[config.mk]
export PLATFORM = sky130hd
export DESIGN_NAME = diff_drive_command_balancer_top
export DESIGN_NICKNAME = d
export VERILOG_FILES = /design/src/sv/ddcb_pkg.sv /design/src/sv/diff_drive_command_balancer_top.sv
export SDC_FILE = /design/constraint.sdc
export NUM_CORES = 1
export LEC_CHECK = 0
export BUFFER_PORTS_ARGS = -buffer_cell sky130_fd_sc_hd__buf_2
export CAP_MARGIN = 20
export CORE_ASPECT_RATIO = 1.75
export CORE_MARGIN = 3
export CORE_UTILIZATION = 65
export DETAILED_ROUTE_END_ITERATION = 8
export PLACE_DENSITY = 0.87
export SLEW_MARGIN = 20
export SYNTH_ARGS = -nofsm -noshare
export SYNTH_HDL_FRONTEND = slang
export SYNTH_SLANG_ARGS = --single-unit
export TNS_END_PERCENT = 5
[constraint.sdc]
create_clock -name clk -period 11.4 [get_ports clk]
set_input_delay 1.71 -clock clk [delete_from_list [all_inputs] [get_ports clk]]
set_output_delay 1.71 -clock clk [all_outputs]
set_load 0.1 [all_outputs]
[src/sv/ddcb_pkg.sv]
// Shared types, constants and helper functions for the differential drive command balancer.
// Used by the top level and by its port checker; depends on nothing else.
package ddcb_pkg;

	// Width of the encoder positions that are actually compared (low bits of each port).
	localparam int ENCODER_BITS = 32;
	localparam int GAP_W        = ENCODER_BITS + 1;
	localparam int THRESH_W     = 16;
	localparam int CMP_W        = (GAP_W > THRESH_W) ? GAP_W : THRESH_W;

	// Largest duty in hundredths.
	localparam logic [6:0] DUTY_MAX = 7'd100;

	// Register reset values.
	localparam logic [6:0]          RIGHT_START_RST = 7'd70;
	localparam logic [6:0]          LEFT_START_RST  = 7'd82;
	localparam logic [THRESH_W-1:0] THRESHOLD_RST   = 16'd10;
	localparam logic [6:0]          TRIM_STEP_RST   = 7'd1;
	localparam logic [6:0]          DUTY_LIMIT_RST  = 7'd100;

	typedef logic [6:0]        duty_t;
	typedef logic signed [7:0] drive_t;

	// Drive commands.
	typedef enum logic [7:0] {
		CMD_STOP    = 8'd0,
		CMD_FORWARD = 8'd1,
		CMD_BACK    = 8'd2,
		CMD_LEFT    = 8'd3,
		CMD_RIGHT   = 8'd4,
		CMD_STOP_B  = 8'd5
	} cmd_t;

	// Configuration register indexes.
	typedef enum logic [2:0] {
		REG_RIGHT_START = 3'd0,
		REG_LEFT_START  = 3'd1,
		REG_THRESHOLD   = 3'd2,
		REG_TRIM_STEP   = 3'd3,
		REG_DUTY_LIMIT  = 3'd4
	} reg_idx_t;

	// Which side was trimmed in a period.
	typedef enum logic [1:0] {
		SIDE_NONE  = 2'd0,
		SIDE_LEFT  = 2'd1,
		SIDE_RIGHT = 2'd2
	} side_t;

	// One result item.
	typedef struct packed {
		side_t  trimmed_side;
		logic   clear_encoders;
		drive_t left_drive;
		drive_t right_drive;
	} result_t;

	// Clamp an eight-bit unsigned value to the duty range.
	function automatic duty_t sat_duty(input logic [7:0] v);
		if (v > {1'b0, DUTY_MAX}) begin
			return DUTY_MAX;
		end
		return v[6:0];
	endfunction

	// Signed drive from a duty, positive or negated.
	function automatic drive_t drive_of(input duty_t d, input logic neg);
		logic [7:0] ext;
		ext = {1'b0, d};
		if (neg) begin
			return drive_t'(-ext);
		end
		return drive_t'(ext);
	endfunction

endpackage

[src/sv/diff_drive_command_balancer_top.sv]
// Balancer top level, built on ddcb_pkg. A request passes through the input register and
// then the result register. One request per cycle unless the result stalls; the duties
// change as a request enters the result register, so each one sees the duties left by
// the one before it. A stalled result holds its register; the input register still takes
// a request while it is empty. Reset (arst_n low, asynchronous) empties both stages and
// loads the register defaults, duties of 70 and 82 and held drives of zero.
module diff_drive_command_balancer_top
	import ddcb_pkg::*;
(
	input  logic        clk,
	input  logic        arst_n,
	// Configuration write channel
	input  logic        cfg_valid,
	output logic        cfg_ready,
	input  logic [2:0]  cfg_index,
	input  logic [15:0] cfg_data,
	// Input stream
	input  logic        s_axis_tvalid,
	output logic        s_axis_tready,
	input  logic [71:0] s_axis_tdata,  // command[7:0], right_encoder[39:8], left_encoder[71:40]
	input  logic        s_axis_tuser,  // active
	// Result stream
	output logic        m_axis_tvalid,
	input  logic        m_axis_tready,
	output logic [23:0] m_axis_tdata   // right_drive[7:0], left_drive[15:8],
	                                   // clear_encoders[16], trimmed_side[18:17], zeros
);

	// Configuration registers
	duty_t               right_start_q;
	duty_t               left_start_q;
	logic [THRESH_W-1:0] threshold_q;
	duty_t               trim_step_q;
	duty_t               duty_limit_q;

	// Block state
	duty_t  right_pwm_q;
	duty_t  left_pwm_q;
	drive_t held_right_q;
	drive_t held_left_q;

	// Input stage
	logic                    valid_s1;
	logic [7:0]              cmd_s1;
	logic                    act_s1;
	logic [ENCODER_BITS-1:0] renc_s1;
	logic [ENCODER_BITS-1:0] lenc_s1;

	// Result stage
	logic    out_valid_q;
	result_t out_q;

	logic    advance;
	result_t res;
	duty_t   right_pwm_d;
	duty_t   left_pwm_d;

	logic signed [GAP_W-1:0] diff;
	logic [GAP_W-1:0]        gap;
	logic                    below_limit;
	logic                    gap_big;

	assign cfg_ready     = 1'b1;
	assign advance       = !out_valid_q || m_axis_tready;
	assign s_axis_tready = !valid_s1 || advance;
	assign m_axis_tvalid = out_valid_q;
	assign m_axis_tdata  = {5'd0, out_q};

	// Configuration writes; unknown indexes are dropped.
	always_ff @(posedge clk or negedge arst_n) begin
		if (!arst_n) begin
			right_start_q <= RIGHT_START_RST;
			left_start_q  <= LEFT_START_RST;
			threshold_q   <= THRESHOLD_RST;
			trim_step_q   <= TRIM_STEP_RST;
			duty_limit_q  <= DUTY_LIMIT_RST;
		end else if (cfg_valid) begin
			unique case (cfg_index)
				REG_RIGHT_START: right_start_q <= cfg_data[6:0];
				REG_LEFT_START:  left_start_q  <= cfg_data[6:0];
				REG_THRESHOLD:   threshold_q   <= cfg_data;
				REG_TRIM_STEP:   trim_step_q   <= cfg_data[6:0];
				REG_DUTY_LIMIT:  duty_limit_q  <= cfg_data[6:0];
				default: ;
			endcase
		end
	end

	// Input register.
	always_ff @(posedge clk or negedge arst_n) begin
		if (!arst_n) begin
			valid_s1 <= 1'b0;
		end else if (s_axis_tready) begin
			valid_s1 <= s_axis_tvalid;
		end
	end

	always_ff @(posedge clk) begin
		if (s_axis_tready && s_axis_tvalid) begin
			cmd_s1  <= s_axis_tdata[7:0];
			act_s1  <= s_axis_tuser;
			renc_s1 <= s_axis_tdata[8 +: ENCODER_BITS];
			lenc_s1 <= s_axis_tdata[40 +: ENCODER_BITS];
		end
	end

	// Encoder gap, computed one bit wider so that it never overflows.
	always_comb begin
		diff        = $signed({renc_s1[ENCODER_BITS-1], renc_s1})
		            - $signed({lenc_s1[ENCODER_BITS-1], lenc_s1});
		gap         = diff[GAP_W-1] ? GAP_W'(-diff) : GAP_W'(diff);
		below_limit = (right_pwm_q < duty_limit_q) && (left_pwm_q < duty_limit_q);
		gap_big     = CMP_W'(gap) > CMP_W'(threshold_q);
	end

	// Command mapping and forward balancing.
	always_comb begin
		res.right_drive    = held_right_q;
		res.left_drive     = held_left_q;
		res.clear_encoders = 1'b0;
		res.trimmed_side   = SIDE_NONE;
		right_pwm_d        = right_pwm_q;
		left_pwm_d         = left_pwm_q;
		if (!act_s1) begin
			res.right_drive = '0;
			res.left_drive  = '0;
			right_pwm_d     = sat_duty({1'b0, right_start_q});
			left_pwm_d      = sat_duty({1'b0, left_start_q});
		end else begin
			unique case (cmd_s1)
				CMD_STOP, CMD_STOP_B: begin
					res.right_drive = '0;
					res.left_drive  = '0;
				end
				CMD_FORWARD: begin
					res.right_drive = drive_of(right_pwm_q, 1'b0);
					res.left_drive  = drive_of(left_pwm_q, 1'b0);
					if (below_limit) begin
						res.clear_encoders = 1'b1;
						if (gap_big) begin
							if (!diff[GAP_W-1] && diff != '0) begin
								left_pwm_d       = sat_duty(8'(left_pwm_q) + 8'(trim_step_q));
								res.trimmed_side = SIDE_LEFT;
							end else begin
								right_pwm_d      = sat_duty(8'(right_pwm_q) + 8'(trim_step_q));
								res.trimmed_side = SIDE_RIGHT;
							end
						end
					end
				end
				CMD_BACK: begin
					res.right_drive = drive_of(right_pwm_q, 1'b1);
					res.left_drive  = drive_of(left_pwm_q, 1'b1);
				end
				// Turns use the duties crossed over.
				CMD_LEFT: begin
					res.right_drive = drive_of(left_pwm_q, 1'b0);
					res.left_drive  = drive_of(right_pwm_q, 1'b1);
				end
				CMD_RIGHT: begin
					res.right_drive = drive_of(left_pwm_q, 1'b1);
					res.left_drive  = drive_of(right_pwm_q, 1'b0);
				end
				default: ;
			endcase
		end
	end

	// Result register and state update.
	always_ff @(posedge clk or negedge arst_n) begin
		if (!arst_n) begin
			out_valid_q  <= 1'b0;
			right_pwm_q  <= sat_duty({1'b0, RIGHT_START_RST});
			left_pwm_q   <= sat_duty({1'b0, LEFT_START_RST});
			held_right_q <= '0;
			held_left_q  <= '0;
		end else if (advance) begin
			out_valid_q <= valid_s1;
			if (valid_s1) begin
				right_pwm_q  <= right_pwm_d;
				left_pwm_q   <= left_pwm_d;
				held_right_q <= res.right_drive;
				held_left_q  <= res.left_drive;
			end
		end
	end

	always_ff @(posedge clk) begin
		if (advance && valid_s1) begin
			out_q <= res;
		end
	end

endmodule

**Yosys cells after proc, flatten, opt, wreduce, memory -nomap -nowiden**

Index checks and enable logic that the tools add are counted.

- Flip-flop bits (word level): 168
- Latch bits: 0
- Bits in writable memories: 0
- ROM bits: 0
- Input bits: 97
- Output and inout bits: 27
- Word-level logic and storage cells: 118
- Memories: 0

- $add $sub $neg: 6
- Multiply operators: 0
- Div/mod/pow operators: 0
- Magnitude comparators: 7
- Eq/ne operators: 14
- Shift operators: 0
- Mux-type cells: 49
- Bitwise operators: 0
- Reductions and logical operators: 23

Operator list:

| kind | count |
|---|---|
| 7-bit 2-to-1 mux | 18 |
| 16-bit one-hot mux with 5 select lines | 1 |
| 33-bit by 16-bit greater-than comparator with 1-bit output | 1 |
| 33-bit 2-to-1 mux | 1 |
| 33-bit negation | 1 |
| 33-bit nonzero test | 1 |
| 32-bit by 32-bit subtractor with 33-bit output | 1 |
| 8-bit 2-to-1 mux | 4 |
| 1-bit 2-to-1 mux | 23 |
| 7-bit by 7-bit adder with 8-bit output | 2 |
| 8-bit by 2-bit == test with 1-bit output, second input constant | 2 |
| 8-bit by 3-bit == test with 1-bit output, second input constant | 2 |
| 8-bit by 7-bit greater-than comparator with 1-bit output, second input constant | 2 |
| 16-bit 2-to-1 mux | 1 |
| 7-bit negation with 8-bit output | 2 |
| 7-bit greater-than comparator, second input constant | 2 |
| 7-bit less-than comparator | 2 |
| 2-bit AND reduction | 7 |
| 6-bit AND reduction | 2 |
| 8-bit by 1-bit == test with 1-bit output, second input constant | 1 |
| 8-bit logical NOT | 1 |
| 2-bit by 1-bit inequality test with 1-bit output, second input constant | 4 |
| 3-bit by 2-bit == test with 1-bit output, second input constant | 2 |
| 1-bit logical AND | 4 |
| other kinds (9) | 12 |

**Depth between registers and ports, before layout**

- Depth in word-level cells: 14
- Depth in mapped cells: 27
- Mapped depth without buffers: 25

**Worst setup path after synthesis**

No wires, ideal clock.

- Path kind: flip-flop to flip-flop
- Start: register lenc_s1[0]
- End: register left_pwm_q[2]
- Library setup time: 125 ps
- Arrival: 5574 ps
- Required time: 11275 ps
- Slack: 5701 ps
- Cell stages (with the launch flop): 27
- Buffers on the path: 2
- Clock period less this slack: 5699 ps
- Path through: edfxtp_1 -> ha_1 -> fa_1 -> nand2b_1 -> a21o_1 -> a211oi_2 -> o211ai_1 -> nor3b_2 -> o41ai_2 -> clkbuf_1 -> clkbuf_1 -> nor2_1 -> xnor2_1 -> ha_1 -> a21oi_1 -> nor2b_1 -> o21ai_0 -> nand2_1 -> a21o_1 -> a21oi_1 -> o311ai_0 -> a22oi_1 -> o211ai_1 -> nor4_1 -> and4b_4 -> nand4b_4 -> mux2_4

- Word-level cells in the longest chain between the ends: 6
- Elaborated cells between the ends (all ways): 10
- Classes of those cells: add/sub: 2; order compare: 1; eq/ne: 2; mux: 1; reduce/logical: 4

RTL lines:

| element | line | source |
|---|---|---|
| from (decl) | diff_drive_command_balancer_top.sv:47 | `logic [ENCODER_BITS-1:0] lenc_s1;` |
| from (signal assigned) | diff_drive_command_balancer_top.sv:103 | `lenc_s1 <= s_axis_tdata[40 +: ENCODER_BITS];` |
| 32-bit by 32-bit subtractor with 33-bit output * | diff_drive_command_balancer_top.sv:110 | `- $signed({lenc_s1[ENCODER_BITS-1], lenc_s1});` |
| 33-bit negation | diff_drive_command_balancer_top.sv:111 | `gap = diff[GAP_W-1] ? GAP_W'(-diff) : GAP_W'(diff);` |
| 33-bit 2-to-1 mux | diff_drive_command_balancer_top.sv:111 |  |
| 33-bit by 16-bit greater-than comparator with 1-bit output | diff_drive_command_balancer_top.sv:113 | `gap_big = CMP_W'(gap) > CMP_W'(threshold_q);` |
| 2-bit by 1-bit inequality test with 1-bit output (no line) | -- |  |
| 6-bit AND reduction (no line) * | -- |  |
| to (signal assigned) | diff_drive_command_balancer_top.sv:174 | `left_pwm_q <= sat_duty({1'b0, LEFT_START_RST});` |
| to (signal assigned) | diff_drive_command_balancer_top.sv:181 | `left_pwm_q <= left_pwm_d;` |
| to (decl) | diff_drive_command_balancer_top.sv:38 | `duty_t left_pwm_q;` |

Every way passes the cells marked *; elsewhere a longest branch is shown, timed or not.
A chain may end at the register's enable or synchronous reset.

**Worst setup path in the final report**

Same ends and word-level chain as after synthesis.

==> results.tsv <==
stage	metric	value	unit
route	DR pass1 iterations	7	
sta	Final min period	5.975	ns
pwr	maximum vdd drop	0.1209	mV
worst_hold_path	hold_sp	held_right_q[7]	
sta	FMAX	167.4	MHz
sta	Rel. slew slack	34.94	%
global_route	largest net degree at the start of global routing	77	
sta	final hold vios	0	
route	Routed WL per cell	18.14	um
sta	final worst path period share	52.41	%
synthesis	synth unique cells	99	
run	MaxCap Viol Count	0	
sta	actual slew at the worst max-slew pin	0.9758	ns
clock_network	# H-tree levels	4	
synthesis	top-area cell type share of the netlist area	24.89	%
route	DRT iter0 DRCs	706	
worst_hold_path	HP Class	reg -> reg	
sta	setup violators final	0	
floorplanning	row count	62	
critical_path	R2R Setup Slk	5.43	ns
critical_path	R2R cell count	24	
final_layout	Nets	1390	
critical_path	Worst Setup Path Type	reg -> reg	
route	Total Wirelength	26310	um
worst_hold_path	Hold Path Sink	held_right_q[7]	
critical_path	R2R Path End	left_pwm_q[2]	
clock_network	cts bufs inserted	17	
clock_network	worst skew pair latency	0.43	ns
clock_network	CTS tree	yes	
floorplanning	io pins	124	
pwr	Power Density	185.2	nW/um^2
synthesis	Yosys reg bits	168	
global_route	gr ovfl total	0	
synthesis	Syn Inst Count	1104	
route	Post-DRT Antenna Nets	0	
pwr	Combinational Power Share	39.1	%
synthesis	Post-synth EDFFs	92	
synthesis	Syn Area/Cell	10.05	sq um
critical_path	crit start category	flop	
place	post-DP HPWL	19760	um
status	outcome	finished, final reports clean	
global_route	initial antenna violation count	0	
pwr	switching part of the total	39.17	%
pwr	total power draw	2.309	mW
pwr	Clock power frac	24.1	%
final_layout	area growth from synthesis to layout	12.30	%
clock_network	CTS root buf	clkbuf_16	
clock_network	Setup Buffers After CTS	0	
final_layout	Non-Filler Instances	1450	
global_route	vias in the first global route	9371	
synthesis	Primary FF master, synth	edfxtp_1	
route	Vias/cell	6.237	
pwr	leakage power	5.352	nW
route	DR DRC count	0	
synthesis	main area contributors after synthesis	edfxtp_1 (25%), dfrtp_1 (13%), ha_1 (8.7%)	
sta	RSZ-0062 raised after global routing	false	
clock_network	post-CTS resize count	0	
floorplanning	core area	16600	sq um
global_route	GRT Overall Usage	28.67	%
floorplanning	Die ar.	18740	sq um
sta	setup TNS	0	ns
synthesis	post-synthesis sequential area ratio	42.23	%
synthesis	ys async rst share	45.24	%
synthesis	Ys Warns	0	
floorplanning	die span in x	104.8	um
clock_network	Clock Pin Slew Worst Setup and Hold Paths	0.07	ns
sta	count of final max-slew check failures	0	
place	port bufs	117	
clock_network	CTS Hold Bufs	0	
critical_path	Reg-to-Reg Start	lenc_s1[0]	
global_route	first-pass GRT wire length	43170	um
pwr	sw power	0.9044	mW
critical_path	CP Max Fanout	14	
floorplanning	Die Y	178.9	um
worst_hold_path	Hold Crit Depth	2	
clock_network	Max clock buf depth	2	
pwr	Flop pwr share	36.7	%
critical_path	kind of end point of the critical path	flop	
critical_path	worst path arrival time	6.29	ns
pwr	Pint	1.404	mW
sta	Clock Skew	0.009896	ns
final_layout	layout cells sized above 1	21.29	%
sta	Worst Slack Setup Final	5.425	ns
clock_network	clock sink total	168	
synthesis	synthesized area	11100	sq um
critical_path	WP data required	11.72	ns
route	DR vias	9043	
place	routability cong.	0.9342	
final_layout	Ant. Diodes	0	
synthesis	area leader, netlist	edfxtp_1	
place	pre-CTS WS	5.479	ns
final_layout	Util after Layout	75.08	%
floorplanning	Initial Utilization	66.86	%
place	Placed Cells	1418	
[final cells by class]
cell class                      count  area (sq um)
Sequential cell                   168          4687
Fill cell                        1182          4136
Clock buffer                       18         429.2
Clock inverter                     14         150.1
Multi-Input combinational cell    813          5927
Inverter                           84         315.3
Timing Repair Buffer              129         675.6
Tap cell                          224         280.3
[layout by cell type (no fill, tap or decap), types with 36 or more instances in the layout]
cell,instances
o21ai_0,69
dfrtp_1,58
a21oi_1,75
inv_1,83
xnor2_1,36
nor2_1,55
mux2_2,37
edfxtp_1,92
ha_1,77
nand2_1,107
buf_2,117
[cells in the mapped netlist (all sizes together), types with 12 or more instances]
cell and instances:
mux2i 13, mux2 44, o21ai 76, nor3 33, clkbuf 29, ha 77, inv 83, edfxtp 92
dfstp 18, dfrtp 58, xor2 21, o21a 12, nor2 55, buf 14, a21o 16, a31oi 12
nand3 15, nand2b 12, o211ai 13, nand4 14, nand2 107, xnor2 36, a21oi 80
[how the worst max path moves through the flow]
stage                     slack, ns  depth (start not counted)       start       endpoint
after floorplan                5.70                         26  lenc_s1[0]  left_pwm_q[2]
after global routing           5.15                         24  lenc_s1[0]  left_pwm_q[2]
final                          5.43                         24  lenc_s1[0]  left_pwm_q[2]
after CTS                      5.46                         24  lenc_s1[0]  left_pwm_q[2]
after global placement         5.69                         24  lenc_s1[0]  left_pwm_q[2]
after detailed placement       5.48                         24  lenc_s1[0]  left_pwm_q[2]
[logic make-up after synthesis]
| kind of cell | after synthesis | share of synthesized area (%) |
|---|---|---|
| simple gates | 320 | 15.39 |
| compound gates | 293 | 17.97 |
| flops | 168 | 42.23 |
| buf+inv | 127 | 4.757 |
| fa+ha+maj | 80 | 9.221 |
| xor+xnor | 57 | 4.498 |
| mux | 57 | 5.873 |
| other cells | 2 | 0.06766 |
[power by group through the flow]
stage               combinational (mW)  sequential (mW)  clock [mW]
finish                           0.904            0.848       0.558
CTS                              0.897            0.842       0.562
global placement                 0.855            0.852           0
detailed placement               0.886            0.854           0
floorplan                        0.661            0.846           0
global route                      1.00            0.853       0.586
[registers in the layout, summed over array words and instances (netlist names), 8 cells and up]
register,count
lenc_s1,32
m_axis_tdata,19
renc_s1,32
held_left_q,8
threshold_q,16
cmd_s1,8
held_right_q,8
[metal layers]
layer  up-vias  routed length [um]  GRT usage, %
met1      4306                9163         28.22
met5         -                   0             0
met4         0                1732         19.38
met3       130                 967         3.568
li1       4277                   -             -
met2       330               14450         55.20
[worst max-delay path, stage by stage (launching register included)]
cell      delay [ns]
edfxtp_1        0.37
ha_1            0.22
fa_1            0.40
nand2b_1        0.20
a21o_1          0.20
a211oi_2        0.32
o211ai_1        0.21
nor3b_2         0.24
o41a_1          0.66
o21ai_0         0.22
xnor2_1         0.18
ha_1            0.27
nand4_1         0.13
nor2_1          0.06
nor2_1          0.08
nand2_1         0.06
a21o_1          0.18
a21oi_1         0.15
o311ai_0        0.13
a22oi_1         0.25
o211ai_1        0.13
nor4_1          0.33
and4b_4         0.33
nand4b_4        0.21
mux2_4          0.31
[per-stage QoR]
stage	cell area [sq um]	hold slack, ns
after floorplan	11110	0.4459
after global placement	11890	0.4595
after detailed placement	11890	0.4663
after CTS	12460	0.4823
after global routing	12460	0.5171
final	12460	0.4808
Note: power is estimated with default switching activity, not from simulation.
